### src/design/irn_pkg.sv
`timescale 1ns / 1ps
// ---------------------------------------------------------------------------
// irn_pkg
// Shared types and constant tables for the integer to Roman numeral block.
// ---------------------------------------------------------------------------
package irn_pkg;

  localparam int VALUE_W   = 12;
  localparam int SYMBOL_W  = 7;
  localparam int NUM_TERMS = 13;
  localparam int TERM_W    = $clog2(NUM_TERMS);
  localparam logic [VALUE_W-1:0] VALUE_MAX = 12'd3999;

  localparam logic [SYMBOL_W-1:0] CH_NONE = 7'd0;
  localparam logic [SYMBOL_W-1:0] CH_I    = 7'd73;
  localparam logic [SYMBOL_W-1:0] CH_V    = 7'd86;
  localparam logic [SYMBOL_W-1:0] CH_X    = 7'd88;
  localparam logic [SYMBOL_W-1:0] CH_L    = 7'd76;
  localparam logic [SYMBOL_W-1:0] CH_C    = 7'd67;
  localparam logic [SYMBOL_W-1:0] CH_D    = 7'd68;
  localparam logic [SYMBOL_W-1:0] CH_M    = 7'd77;

  // Greedy term table, largest first. Subtractive terms carry two characters.
  localparam logic [VALUE_W-1:0] TERM_VAL [NUM_TERMS] = '{
    12'd1000, 12'd900, 12'd500, 12'd400, 12'd100, 12'd90, 12'd50,
    12'd40, 12'd10, 12'd9, 12'd5, 12'd4, 12'd1
  };
  localparam logic [SYMBOL_W-1:0] TERM_CH0 [NUM_TERMS] = '{
    CH_M, CH_C, CH_D, CH_C, CH_C, CH_X, CH_L, CH_X, CH_X, CH_I, CH_V, CH_I, CH_I
  };
  localparam logic [SYMBOL_W-1:0] TERM_CH1 [NUM_TERMS] = '{
    CH_NONE, CH_M, CH_NONE, CH_D, CH_NONE, CH_C, CH_NONE, CH_L,
    CH_NONE, CH_X, CH_NONE, CH_V, CH_NONE
  };
  localparam logic TERM_PAIR [NUM_TERMS] = '{
    1'b0, 1'b1, 1'b0, 1'b1, 1'b0, 1'b1, 1'b0, 1'b1, 1'b0, 1'b1, 1'b0, 1'b1, 1'b0
  };

  typedef enum logic {
    ST_IDLE,
    ST_EMIT
  } state_t;

  typedef struct packed {
    logic load;
    logic advance;
  } cmd_t;

  typedef struct packed {
    logic last;
  } status_t;

endpackage

### src/design/irn_channels.sv
`timescale 1ns / 1ps
// ---------------------------------------------------------------------------
// irn channels
// Valid/ready channels for the integer request and the character results.
// ---------------------------------------------------------------------------
interface irn_value_if;
  logic                         valid;
  logic                         ready;
  logic [irn_pkg::VALUE_W-1:0]  value;

  modport source (output valid, output value, input ready);
  modport sink   (input valid, input value, output ready);
endinterface

interface irn_symbol_if;
  logic                         valid;
  logic                         ready;
  logic [irn_pkg::SYMBOL_W-1:0] symbol;
  logic                         last;
  logic                         range_error;

  modport source (output valid, output symbol, output last, output range_error,
                  input ready);
  modport sink   (input valid, input symbol, input last, input range_error,
                  output ready);
endinterface

### src/design/irn_ctrl.sv
`timescale 1ns / 1ps
// ---------------------------------------------------------------------------
// irn_ctrl
// Sequencer: takes a request, steps the datapath one character per
// handshake, and after the final character takes the next request or idles.
// ---------------------------------------------------------------------------
module irn_ctrl (
  input  logic             clk,
  input  logic             rst,
  input  logic             in_valid,
  output logic             in_ready,
  output logic             out_valid,
  input  logic             out_ready,
  input  irn_pkg::status_t status,
  output irn_pkg::cmd_t    cmd
);

  irn_pkg::state_t state, state_next;

  always_ff @(posedge clk) begin
    if (rst) begin
      state <= irn_pkg::ST_IDLE;
    end else begin
      state <= state_next;
    end
  end

  always_comb begin
    state_next = state;
    unique case (state)
      irn_pkg::ST_IDLE: begin
        if (in_valid) state_next = irn_pkg::ST_EMIT;
      end
      irn_pkg::ST_EMIT: begin
        if (out_ready && status.last && !in_valid) state_next = irn_pkg::ST_IDLE;
      end
      default: state_next = irn_pkg::ST_IDLE;
    endcase
  end

  always_comb begin
    out_valid = 1'b0;
    in_ready  = 1'b0;
    unique case (state)
      irn_pkg::ST_IDLE: begin
        in_ready = 1'b1;
      end
      irn_pkg::ST_EMIT: begin
        out_valid = 1'b1;
        // take the next request as the final character leaves
        in_ready  = out_ready && status.last;
      end
      default: begin
        out_valid = 1'b0;
        in_ready  = 1'b0;
      end
    endcase
    cmd.load    = in_valid && in_ready;
    cmd.advance = out_valid && out_ready;
  end

endmodule

### src/design/irn_datapath.sv
`timescale 1ns / 1ps
// ---------------------------------------------------------------------------
// irn_datapath
// Remainder register and greedy term selection; produces the current
// character and its last/error marks.
// ---------------------------------------------------------------------------
module irn_datapath (
  input  logic                         clk,
  input  logic                         rst,
  input  irn_pkg::cmd_t                cmd,
  input  logic [irn_pkg::VALUE_W-1:0]  value,
  output irn_pkg::status_t             status,
  output logic [irn_pkg::SYMBOL_W-1:0] symbol,
  output logic                         last,
  output logic                         range_error
);

  logic [irn_pkg::VALUE_W-1:0] rem;
  logic                        phase;
  logic                        err;

  logic [irn_pkg::TERM_W-1:0]  sel;
  logic [irn_pkg::VALUE_W-1:0] term;
  logic                        pair;
  logic                        term_done;

  // largest term not above the remainder
  always_comb begin
    sel = irn_pkg::TERM_W'(irn_pkg::NUM_TERMS - 1);
    for (int i = irn_pkg::NUM_TERMS - 1; i >= 0; i--) begin
      if (rem >= irn_pkg::TERM_VAL[i]) sel = irn_pkg::TERM_W'(i);
    end
  end

  always_comb begin
    term      = irn_pkg::TERM_VAL[sel];
    pair      = irn_pkg::TERM_PAIR[sel];
    term_done = !pair || phase;
    if (err) begin
      symbol = irn_pkg::CH_NONE;
    end else if (phase) begin
      symbol = irn_pkg::TERM_CH1[sel];
    end else begin
      symbol = irn_pkg::TERM_CH0[sel];
    end
    last        = err || (term_done && (rem == term));
    range_error = err;
    status.last = last;
  end

  always_ff @(posedge clk) begin
    if (rst) begin
      rem   <= '0;
      phase <= 1'b0;
      err   <= 1'b0;
    end else if (cmd.load) begin
      rem   <= value;
      phase <= 1'b0;
      err   <= (value == '0) || (value > irn_pkg::VALUE_MAX);
    end else if (cmd.advance) begin
      if (term_done) begin
        rem   <= rem - term;
        phase <= 1'b0;
      end else begin
        phase <= 1'b1;
      end
    end
  end

  a_err_is_last: assert property (@(posedge clk) disable iff (rst)
    err |-> last)
    else $error("error result not marked last");

  a_no_underflow: assert property (@(posedge clk) disable iff (rst)
    (cmd.advance && !err) |-> (rem != '0) && (rem >= term))
    else $error("remainder below selected term");

  a_more_left: assert property (@(posedge clk) disable iff (rst)
    (cmd.advance && !cmd.load && !err && !last) |=> (rem != '0))
    else $error("remainder exhausted before last character");

  a_load_clears_phase: assert property (@(posedge clk) disable iff (rst)
    cmd.load |=> !phase)
    else $error("second-character phase survived a new request");

endmodule

### src/design/integer_to_roman_numeral.sv
`timescale 1ns / 1ps
// ---------------------------------------------------------------------------
// integer_to_roman_numeral
// Converts a 12-bit integer to its Roman numeral as a stream of ASCII
// characters.
// ---------------------------------------------------------------------------
// A request carrying 1 to 3999 yields one result per character of the
// subtractive numeral, most significant first, with last set on the final
// one; 0 or 4000..4095 yields a single result with symbol 0, last and
// range_error set. A numeral has 1 to 15 characters (15 for 3888). The
// greedy remainder step produces one character per cycle unless the result
// side stalls, and the next request is taken in the cycle the final
// character is taken.
// ---------------------------------------------------------------------------
module integer_to_roman_numeral (
  input  logic   clk,
  input  logic   rst,
  irn_value_if.sink    request,
  irn_symbol_if.source result
);

  irn_pkg::cmd_t    cmd;
  irn_pkg::status_t status;

  irn_ctrl u_ctrl (
    .clk       (clk),
    .rst       (rst),
    .in_valid  (request.valid),
    .in_ready  (request.ready),
    .out_valid (result.valid),
    .out_ready (result.ready),
    .status    (status),
    .cmd       (cmd)
  );

  irn_datapath u_datapath (
    .clk         (clk),
    .rst         (rst),
    .cmd         (cmd),
    .value       (request.value),
    .status      (status),
    .symbol      (result.symbol),
    .last        (result.last),
    .range_error (result.range_error)
  );

endmodule

### src/flat_wrapper.sv
// flat-port wrapper written by rule: the top's interface ports become plain ports
module integer_to_roman_numeral_flat 
  (clk, rst, request_valid, request_value, request_ready, result_valid, result_symbol, result_last, result_range_error, result_ready);
  irn_value_if request_i ();
  irn_symbol_if result_i ();
  input  logic clk;
  input  logic rst;
  input wire logic [$bits(request_i.valid)-1:0] request_valid;
  input wire logic [$bits(request_i.value)-1:0] request_value;
  output wire logic [$bits(request_i.ready)-1:0] request_ready;
  output wire logic [$bits(result_i.valid)-1:0] result_valid;
  output wire logic [$bits(result_i.symbol)-1:0] result_symbol;
  output wire logic [$bits(result_i.last)-1:0] result_last;
  output wire logic [$bits(result_i.range_error)-1:0] result_range_error;
  input wire logic [$bits(result_i.ready)-1:0] result_ready;
  assign request_i.valid = request_valid;
  assign request_i.value = request_value;
  assign request_ready = request_i.ready;
  assign result_valid = result_i.valid;
  assign result_symbol = result_i.symbol;
  assign result_last = result_i.last;
  assign result_range_error = result_i.range_error;
  assign result_i.ready = result_ready;
  integer_to_roman_numeral u_core (.clk(clk), .rst(rst), .request(request_i), .result(result_i));
endmodule
### config.mk
export PLATFORM = sky130hd
export DESIGN_NAME = integer_to_roman_numeral_flat
export DESIGN_NICKNAME = d
export VERILOG_FILES = /design/src/design/irn_pkg.sv /design/src/design/irn_channels.sv /design/src/design/irn_ctrl.sv /design/src/design/irn_datapath.sv /design/src/design/integer_to_roman_numeral.sv /design/src/flat_wrapper.sv
export SDC_FILE = /design/constraint.sdc
export NUM_CORES = 1
export LEC_CHECK = 0
export BUFFER_PORTS_ARGS = -buffer_cell sky130_fd_sc_hd__buf_2
export CAP_MARGIN = 20
export CORE_AREA = 10 10 59 84
export DETAILED_ROUTE_END_ITERATION = 12
export DIE_AREA = 0 0 69 94
export PLACE_DENSITY = 0.73
export SYNTH_ARGS = -nofsm -noshare
export SYNTH_HDL_FRONTEND = slang
export SYNTH_SLANG_ARGS = --single-unit
### constraint.sdc
create_clock -name clk -period 5.65 [get_ports clk]
set_input_delay 1.13 -clock clk [delete_from_list [all_inputs] [get_ports clk]]
set_output_delay 1.13 -clock clk [all_outputs]
set_load 0.02 [all_outputs]
# [Word-level counts from Yosys, hierarchy flattened]
# Memory sizes are Yosys's and may differ from the RTL's.
# Index checks and enable logic that the tools add are counted.
[op_classes] addsub=1 magnitude_cmp=14 eq_ne=1 muxes=31 n_bitwise=2 n_reduce_logical=15
[op_table] cell="$mux W12" n=5
[op_table] cell="$mux W4" n=11
[op_table] cell="$mux W7" n=6
[op_table] cell="$ge A12 B10 Y1 const B" n=2
[op_table] cell="$ge A12 B3 Y1 const B" n=2
[op_table] cell="$ge A12 B4 Y1 const B" n=2
[op_table] cell="$ge A12 B6 Y1 const B" n=2
[op_table] cell="$ge A12 B7 Y1 const B" n=2
[op_table] cell="$ge A12 B9 Y1 const B" n=2
[op_table] cell="$eq A12 B12 Y1" n=1
[op_table] cell="$gt A12 B12 Y1 const B" n=1
[op_table] cell="$logic_not A12 Y1" n=1
[op_table] cell="$sub A12 B12 Y12" n=1
[op_table] cell="$mux W1" n=6
[op_table] cell="$ge A5 B5 Y1 const B" n=1
[op_table] cell="$logic_and A1 B1 Y1" n=5
[op_table] cell="$not A4 Y5" n=1
[op_table] cell="$pmux W1 S2" n=2
[op_table] cell="$reduce_bool A2 Y1" n=2
[op_table] cell="$logic_or A1 B1 Y1" n=3
[op_table] cell="$mux W3" n=1
[op_table] cell="$logic_not A1 Y1" n=2
[op_table] cell="$reduce_and A2 Y1" n=1
[op_table] cell="$reduce_or A2 Y1" n=1
[op_table] cell="$not A1 Y1" n=1
[totals] reg_bits=15 romBits=432 inputBits=16 output_inout_bits=11 wordCells=72 n_memories=4
[mem_list] name="(name not given)" words=16 width=12 rd=1 rd_ports_with_merged_regs=0 write_ports=0 line="irn_datapath.sv:36" text="term = irn_pkg::TERM_VAL[sel];"
[mem_list] name="(name not given)" words=16 width=7 rd=1 rd_ports_with_merged_regs=0 write_ports=0 line="irn_datapath.sv:44" text="symbol = irn_pkg::TERM_CH0[sel];"
[mem_list] name="(name not given)" words=16 width=7 rd=1 rd_ports_with_merged_regs=0 write_ports=0 line="irn_datapath.sv:42" text="symbol = irn_pkg::TERM_CH1[sel];"
[mem_list] name="(name not given)" words=16 width=1 rd=1 rd_ports_with_merged_regs=0 write_ports=0 line="irn_datapath.sv:37" text="pair = irn_pkg::TERM_PAIR[sel];"

# [Longest topological paths before layout]
# Gate-level depths: netlist (run 1).
[logic_depth] word_depth=26 depth_mapped=19 ltp_nobuf=16

# [Cells and area by module]
# From an unflattened synthesis (run 1), not the netlist that was laid out.
[hier_totals] hier_cells=269 area_unflattened_um2=1904.3
[modules_own_cells] mod="irn_datapath" n_inst=1 cells_each=263 area_per_inst_um2=1841.8 seq_area_each_um2=280.3
[modules_own_cells] mod="irn_ctrl" n_inst=1 cells_each=6 area_per_inst_um2=62.6 seq_area_each_um2=20.0

# [Worst setup path after synthesis (run 1)]
# No wires, ideal clock.
[synth_path] kind="register -> output" start="register u_core.u_datapath.rem[4] in the netlist's numbering" end="output port request_ready" t_arrival_ps=3709 required_time_ps=4520 path_slack_ps=811 stages_incl_launch_ff=15 path_buffers=1 path_cell_list="dfxtp_1 > buf_4 > or3_1 > or3_1 > a41oi_1 > a21boi_2 > inv_1 > ha_1 > nor3_1 > a21oi_1 > ha_1 > nand4_1 > nor4_1 > a21o_1 > a21bo_2"
[synth_via] elab_chain_cells=23 elab_cells_between_ends=38 classes_between="order compare: 12; eq/ne: 1; mux: 17; bitwise: 1; reduce/logical: 5; memory: 2"
[synth_rtl] element="start: declaration" line="irn_datapath.sv:18" text="logic [irn_pkg::VALUE_W-1:0] rem;"
[synth_rtl] element="start signal: assignment" line="irn_datapath.sv:57" text="rem <= value;"
[synth_rtl] element="start signal: assignment" line="irn_datapath.sv:62" text="rem <= rem - term;"
[synth_rtl] element="branches (longest 19 deep; another with $ge A12 B3 Y1)"
[synth_rtl] element="$logic_and A1 B1 Y1 (*)" line="irn_datapath.sv:46" text="last = err || (term_done && (rem == term));"
[synth_rtl] element="$logic_or A1 B1 Y1 (*)" line="irn_datapath.sv:46"
[synth_rtl] element="named net result_last" line="flat_wrapper.sv:13" text="output wire logic [$bits(result_i.last)-1:0] result_last;"
[synth_rtl] element="$logic_and A1 B1 Y1 (*)" line="irn_ctrl.sv:51" text="in_ready = out_ready && status.last;"
[synth_rtl] element="$pmux W1 S2 (*)" line="irn_ctrl.sv:44" text="unique case (state)"
[synth_rtl] element="end: declaration" line="flat_wrapper.sv:10" text="output wire logic [$bits(request_i.ready)-1:0] request_ready;"
# Mark *: on every way through the listed nets, which the timed path passes. The select of a mux whose other input is x is not followed.

# [Worst setup path in the final report (run 1)]
[layout_path] start="register u_core.u_datapath.rem[3] in the netlist's numbering" end="output port request_ready"
[layout_via] elab_chain_cells=23 elab_cells_between_ends=38 classes_between="order compare: 12; eq/ne: 1; mux: 17; bitwise: 1; reduce/logical: 5; memory: 2"
[layout_rtl] element="branches (longest 19 deep; another with $ge A12 B3 Y1)"
[layout_rtl] element="$logic_and A1 B1 Y1 (*)" line="irn_datapath.sv:46"
[layout_rtl] element="$logic_or A1 B1 Y1 (*)" line="irn_datapath.sv:46"
[layout_rtl] element="$logic_and A1 B1 Y1 (*)" line="irn_ctrl.sv:51"
[layout_rtl] element="$pmux W1 S2 (*)" line="irn_ctrl.sv:44"
# Mark *: on every way between the ends. The select of a mux whose other input is x is not followed.

==> results of run 1 <==
==> final cells by class <==
cell class / count / area (sq um) / area share (%)
Multi-Input combinational cell: 222 / 1520 / 71.4
Sequential cell: 15 / 300 / 14.1
Timing Repair Buffer: 30 / 163 / 7.63
Tap cell: 42 / 52.6 / 2.47
Inverter: 13 / 48.8 / 2.29
Clock buffer: 4 / 45.0 / 2.11
==> repair_timing <==
action / 4_1_cts / 5_1_grt
resized for setup: 0 / 4
setup buffers: 0 / 0
endpoints found under the setup margin: 0 / 2
==> kinds of logic (layout without fill, tap and decap cells) <==
family / after synthesis / count (layout) / share of synthesized area, %
other: 1 / 1 / 0.195
muxes: 7 / 7 / 3.71
adders and majority gates: 14 / 14 / 9.51
and+or+nand+nor: 92 / 92 / 23.9
AOI/OAI and AO/OA: 101 / 101 / 37.5
xor gates and xnor gates: 7 / 7 / 3.19
DFF: 15 / 15 / 15.6
buffers and inverters: 27 / 47 / 6.38
==> tightest hold or removal path, cell delays in order, from the launching register on <==
cell	delay [ps]
dfxtp_1	370
nand2_1	70
o21ai_0	60
==> sequential cells by signal (all words and copies together) (netlist names) <==
signal,cells
u_core.u_datapath.range_error,1
u_core.u_ctrl.state,1
u_core.u_datapath.phase,1
u_core.u_datapath.rem,12
==> synth_stat cells (all sizes together) (4+ instances only) <==
cell type  count
nor4           5
a211oi         4
xnor2          4
ha            13
o21ai         23
and2           5
a21o           5
clkbuf         6
nor3           8
o211ai         5
nand2         32
buf            8
inv           13
mux2i          6
dfxtp         15
a21oi         27
nor2          17
==> worst max-delay path by stage <==
stage / start / endpoint / slack (ps) / depth (start not counted)
after CTS: u_core.u_datapath.rem[4] / request_ready / 170 / 14
after global placement: u_core.u_datapath.rem[4] / request_ready / 580 / 14
after global routing: u_core.u_datapath.rem[9] / request_ready / 9 / 14
final: u_core.u_datapath.rem[3] / request_ready / 330 / 14
after floorplan: u_core.u_datapath.rem[4] / request_ready / 810 / 14
after detailed placement: u_core.u_datapath.rem[4] / request_ready / 460 / 14
==> per-layer routing <==
layer	vias to the layer above	track usage (%)
met4	0	15.3
met2	75	30.0
met1	978	18.4
li1	1025	-
met3	21	2.86
met5	-	0
==> metrics by stage <==
step	cell area (sq um)	worst slack, ps	util [%]	hold WS, ps	instances
after floorplan	1920	811	-	469	264
after global placement	2060	584	59.8	540	322
final	2130	334	61.8	551	326
after CTS	2110	172	61.1	553	326
after detailed placement	2060	462	59.8	545	322
after global routing	2130	8.51	61.8	576	326
==> impl_metrics.env, run 1 <==
export IMPL_met1Wirelength_mm=2.27
export IMPL_max_stage_delay_ps=620
export IMPL_cp_start_kind="flip-flop"
export IMPL_yosysTopAreaCell="dfxtp_1"
export IMPL_grt_overflow=0
export IMPL_ios=27
export IMPL_hold_end="u_core.u_datapath.rem[0]"
export IMPL_grt_first_pass_wirelength_mm=9.47
export IMPL_vias_per_cell=6.44
export IMPL_cts_hold_buf=0
export IMPL_criticalPathCategory="flip-flop to primary output"
export IMPL_die_area_sq_mm=0.00649
export IMPL_syn_area_sq_mm=0.00192
export IMPL_die_x_um=69
export IMPL_min_path_cells=2
export IMPL_crit_path_top_delay_cell="or4b_2"
export IMPL_tritoncts="done"
export IMPL_reg2reg_to="u_core.u_datapath.rem[3]"
export IMPL_h_tree_depth=1
export IMPL_cts_path_max_buffers=2
export IMPL_async_reset_ff_share_pct=0
export IMPL_clockRootBuffer="clkbuf_8"
export IMPL_max_cap_violations=0
export IMPL_grt_util_all_layers_pct=17.6
export IMPL_drt_total_wl_mm=5.82
export IMPL_final_cell_mix="nand2_1, a21oi_1, buf_2"
export IMPL_top_layer_used="met4"
export IMPL_min_period_ps=5320
export IMPL_first_iter_violations=136
export IMPL_clk_pin_slew_worst_paths_ps=60
export IMPL_area_growth_pct=10.9
export IMPL_r2r_setup_slack_ps=950
export IMPL_finalMaxSlewViolations=0
export IMPL_cp_arrival_ps=4190
export IMPL_cp_cell_sequence="or4b_2, a21oi_1, o211ai_1, a21boi_4, inv_1, ha_1, nor3_1, a21oi_1, ha_1, nand4_1, nor4_2, a21o_1, a21bo_2, buf_2"
export IMPL_hold_viol_final=0
export IMPL_r2r_cells=17
export IMPL_yosysWarnings=0
export IMPL_final_common_cell="nand2_1"
export IMPL_skew_ps=4.37
export IMPL_rsz0062_at_grt="false"
export IMPL_finalSetupViolCount=0
export IMPL_grt_pass1_vias=2054
export IMPL_final_setup_tns_ps=0
export IMPL_critPathTopFamily="simple AND/OR/NAND/NOR gates"
export IMPL_cts_sinks=15
export IMPL_ys_types=66
export IMPL_syn_num_nets=294
export IMPL_drive_gt1_share_pct=17.6
export IMPL_synth_top_cells_by_area="dfxtp_1, ha_1, a21oi_1, nand2_1, o21ai_0"
export IMPL_io_buffers=25
export IMPL_seq_area_frac_synth_pct=15.6
export IMPL_wl_met3_um=297
export IMPL_path_buf_inv=2
export IMPL_finalCritPeriodShare_pct=94.1
export IMPL_final_net_count=315
export IMPL_tightest_slew_ps=620
export IMPL_fillCellCount=342
export IMPL_drtAntennaViolNets=0
export IMPL_syn_instance_count=264
export IMPL_hold_start="u_core.u_datapath.rem[0]"
export IMPL_clk_latency_ps=260
export IMPL_synth_ff_type="dfxtp_1"
export IMPL_r2r_start="u_core.u_datapath.rem[3]"
export IMPL_wl_per_cell_um=17.9
export IMPL_synth_top_area_share_pct=15.6
export IMPL_cp_max_fo=14
export IMPL_slew_headroom_pct=58.2
export IMPL_synth_edf_count=0
export IMPL_rows=26
export IMPL_drtPass1Iterations=4
export IMPL_hp_class="flip-flop to flip-flop"
export IMPL_wl_met2_mm=2.92
export IMPL_diodes=0
export IMPL_drc_errors=0
export IMPL_die_h_um=94
export IMPL_antenna_found_initial=0
export IMPL_synth_seq_cells=15
export IMPL_grt_start_max_net_pins=17
export IMPL_cts_made_buffers=3
export IMPL_status="complete, no violations"
export IMPL_fmax_mhz=188
export IMPL_hpwl_mm=4.64
export IMPL_num_vias=2099
export IMPL_coreArea_sq_mm=0.00345
export IMPL_cp_required_ps=4520
export IMPL_avgSynthCellArea_sq_um=7.28
export IMPL_endpoint_kind="primary output"
export IMPL_start_util_pct=55.7
export IMPL_routabilityCongestion=1.01
Power of run 1 is left out: the tool's default activity adds up to more than one toggle a clock period on the data nets, which glitch-free logic cannot reach.
==> run 2: changes to the inputs <==
--- a/config.mk
+++ b/config.mk
@@ -8,6 +8,8 @@
 export BUFFER_PORTS_ARGS = -buffer_cell sky130_fd_sc_hd__buf_2
 export CAP_MARGIN = 20
 export CORE_AREA = 10 10 59 84
+export CTS_BUF_LIST = sky130_fd_sc_hd__clkbuf_4 sky130_fd_sc_hd__clkbuf_8 sky130_fd_sc_hd__clkbuf_16
+export CTS_CLUSTER_SIZE = 25
 export DETAILED_ROUTE_END_ITERATION = 12
 export DIE_AREA = 0 0 69 94
 export PLACE_DENSITY = 0.73
==> run 2 against run 1 <==
Compared with the run above: die area stayed put; fmax grew 0.42%; sequential share of layout area is essentially flat; clock-buffer cell count stayed put.
==> impl_metrics.env, run 2 (synthesis gave the netlist of run 1 again) <==
export IMPL_clk_pin_slew_worst_paths_ps=60
export IMPL_tritoncts="done"
export IMPL_finalMaxSlewViolations=0
export IMPL_hpwl_mm=4.64
export IMPL_clockRootBuffer="clkbuf_8"
export IMPL_final_common_cell="nand2_1"
export IMPL_min_path_cells=2
export IMPL_die_x_um=69
export IMPL_largest_reg_flops=12
export IMPL_cts_made_buffers=3
export IMPL_grt_overflow=0
export IMPL_r2r_cells=17
export IMPL_tightest_slew_ps=613
export IMPL_cts_hold_buf=0
export IMPL_cp_max_fo=14
export IMPL_drt_total_wl_mm=5.79
export IMPL_drtAntennaViolNets=0
export IMPL_cp_required_ps=4520
export IMPL_fillCellCount=341
export IMPL_skew_ps=3.15
export IMPL_grt_util_all_layers_pct=17.6
export IMPL_cp_arrival_ps=4160
export IMPL_cts_sinks=15
export IMPL_criticalPathCategory="flip-flop to primary output"
export IMPL_routabilityCongestion=1.01
export IMPL_multi_input_area_sq_mm=0.00152
export IMPL_drc_errors=0
export IMPL_max_cap_violations=0
export IMPL_seq_area_sq_um=300
export IMPL_final_setup_tns_ps=0
export IMPL_num_vias=2089
export IMPL_h_tree_depth=1
export IMPL_drive_gt1_share_pct=18.0
export IMPL_io_buffers=25
export IMPL_antenna_found_initial=0
export IMPL_regMostFlops="u_core.u_datapath.rem"
export IMPL_ios=27
export IMPL_area_growth_pct=11.1
export IMPL_hp_class="flip-flop to flip-flop"
export IMPL_final_net_count=315
export IMPL_start_util_pct=55.7
export IMPL_diodes=0
export IMPL_wl_per_cell_um=17.8
export IMPL_finalCritPeriodShare_pct=93.7
export IMPL_grt_pass1_vias=2054
export IMPL_rows=26
export IMPL_grt_start_max_net_pins=17
export IMPL_hold_viol_final=0
export IMPL_first_iter_violations=145
export IMPL_finalSetupViolCount=0
export IMPL_endpoint_kind="primary output"
export IMPL_fmax_mhz=189
export IMPL_cts_setup_buffers=0
export IMPL_cts_path_max_buffers=2
export IMPL_die_area_sq_mm=0.00649
export IMPL_drtPass1Iterations=4
export IMPL_die_h_um=94
export IMPL_slew_headroom_pct=58.7
export IMPL_rsz0062_at_grt="false"
export IMPL_grt_first_pass_wirelength_mm=9.47
export IMPL_min_period_ps=5290
export IMPL_cp_start_kind="flip-flop"
export IMPL_vias_per_cell=6.41
export IMPL_clk_latency_ps=250
export IMPL_coreArea_sq_mm=0.00345
export IMPL_status="complete, no violations"
export IMPL_final_cell_mix="nand2_1, a21oi_1, buf_2"
export IMPL_cts_resized=0
[run 2: cell counts in the layout (fill, tap and decap cells not counted)]
Identical to the previous run, type by type.
[run 2: layout make-up]
cell class                 count  share of cell area [%]
inverter                      13                    2.29
multi-input combinational    222                    71.3
sequential                    15                    14.1
timing repair buffer          30                    7.62
tap                           42                    2.46
clock buffer                   4                    2.29
[run 2: worst paths after layout]
kind                       startpoint                        to  slack (ps)
max          u_core.u_datapath.rem[3]             request_ready         360
min          u_core.u_datapath.rem[0]  u_core.u_datapath.rem[0]         550
min reg2reg  u_core.u_datapath.rem[0]  u_core.u_datapath.rem[0]         550
max reg2reg  u_core.u_datapath.rem[3]  u_core.u_datapath.rem[3]         970
[run 2: per-stage QoR]
step / hold WS, ps / setup slack (ps) / std cells / area (sq um) / utilization (%)
final: 550 / 356 / 326 / 2130 / 61.9
after CTS: 553 / 172 / 326 / 2110 / 61.2
after floorplan: 469 / 811 / 264 / 1920 / -
after global placement: 540 / 584 / 322 / 2060 / 59.8
after detailed placement: 545 / 462 / 322 / 2060 / 59.8
after global routing: 576 / 8.67 / 326 / 2130 / 61.9
[run 2: critical path, stage by stage, from the launching register on]
cell and delay [ps]:
dfxtp_1 560, or4b_2 620, a21oi_1 200, o211ai_1 160
a21boi_4 280, inv_1 110, ha_1 330, nor3_1 200
a21oi_1 60, ha_1 390, nand4_1 170, nor4_2 360
a21o_1 190, a21bo_2 130, buf_2 160
[run 2: per-layer routing]
metal	GRT usage [%]	vias to the layer above	share of wire (%)
met2	30.0	76	50
met3	2.86	23	5.0
li1	-	1025	-
met5	0	-	0
met1	18.4	965	39
met4	15.3	0	6.1
Power of run 2 is left out for the same reason.
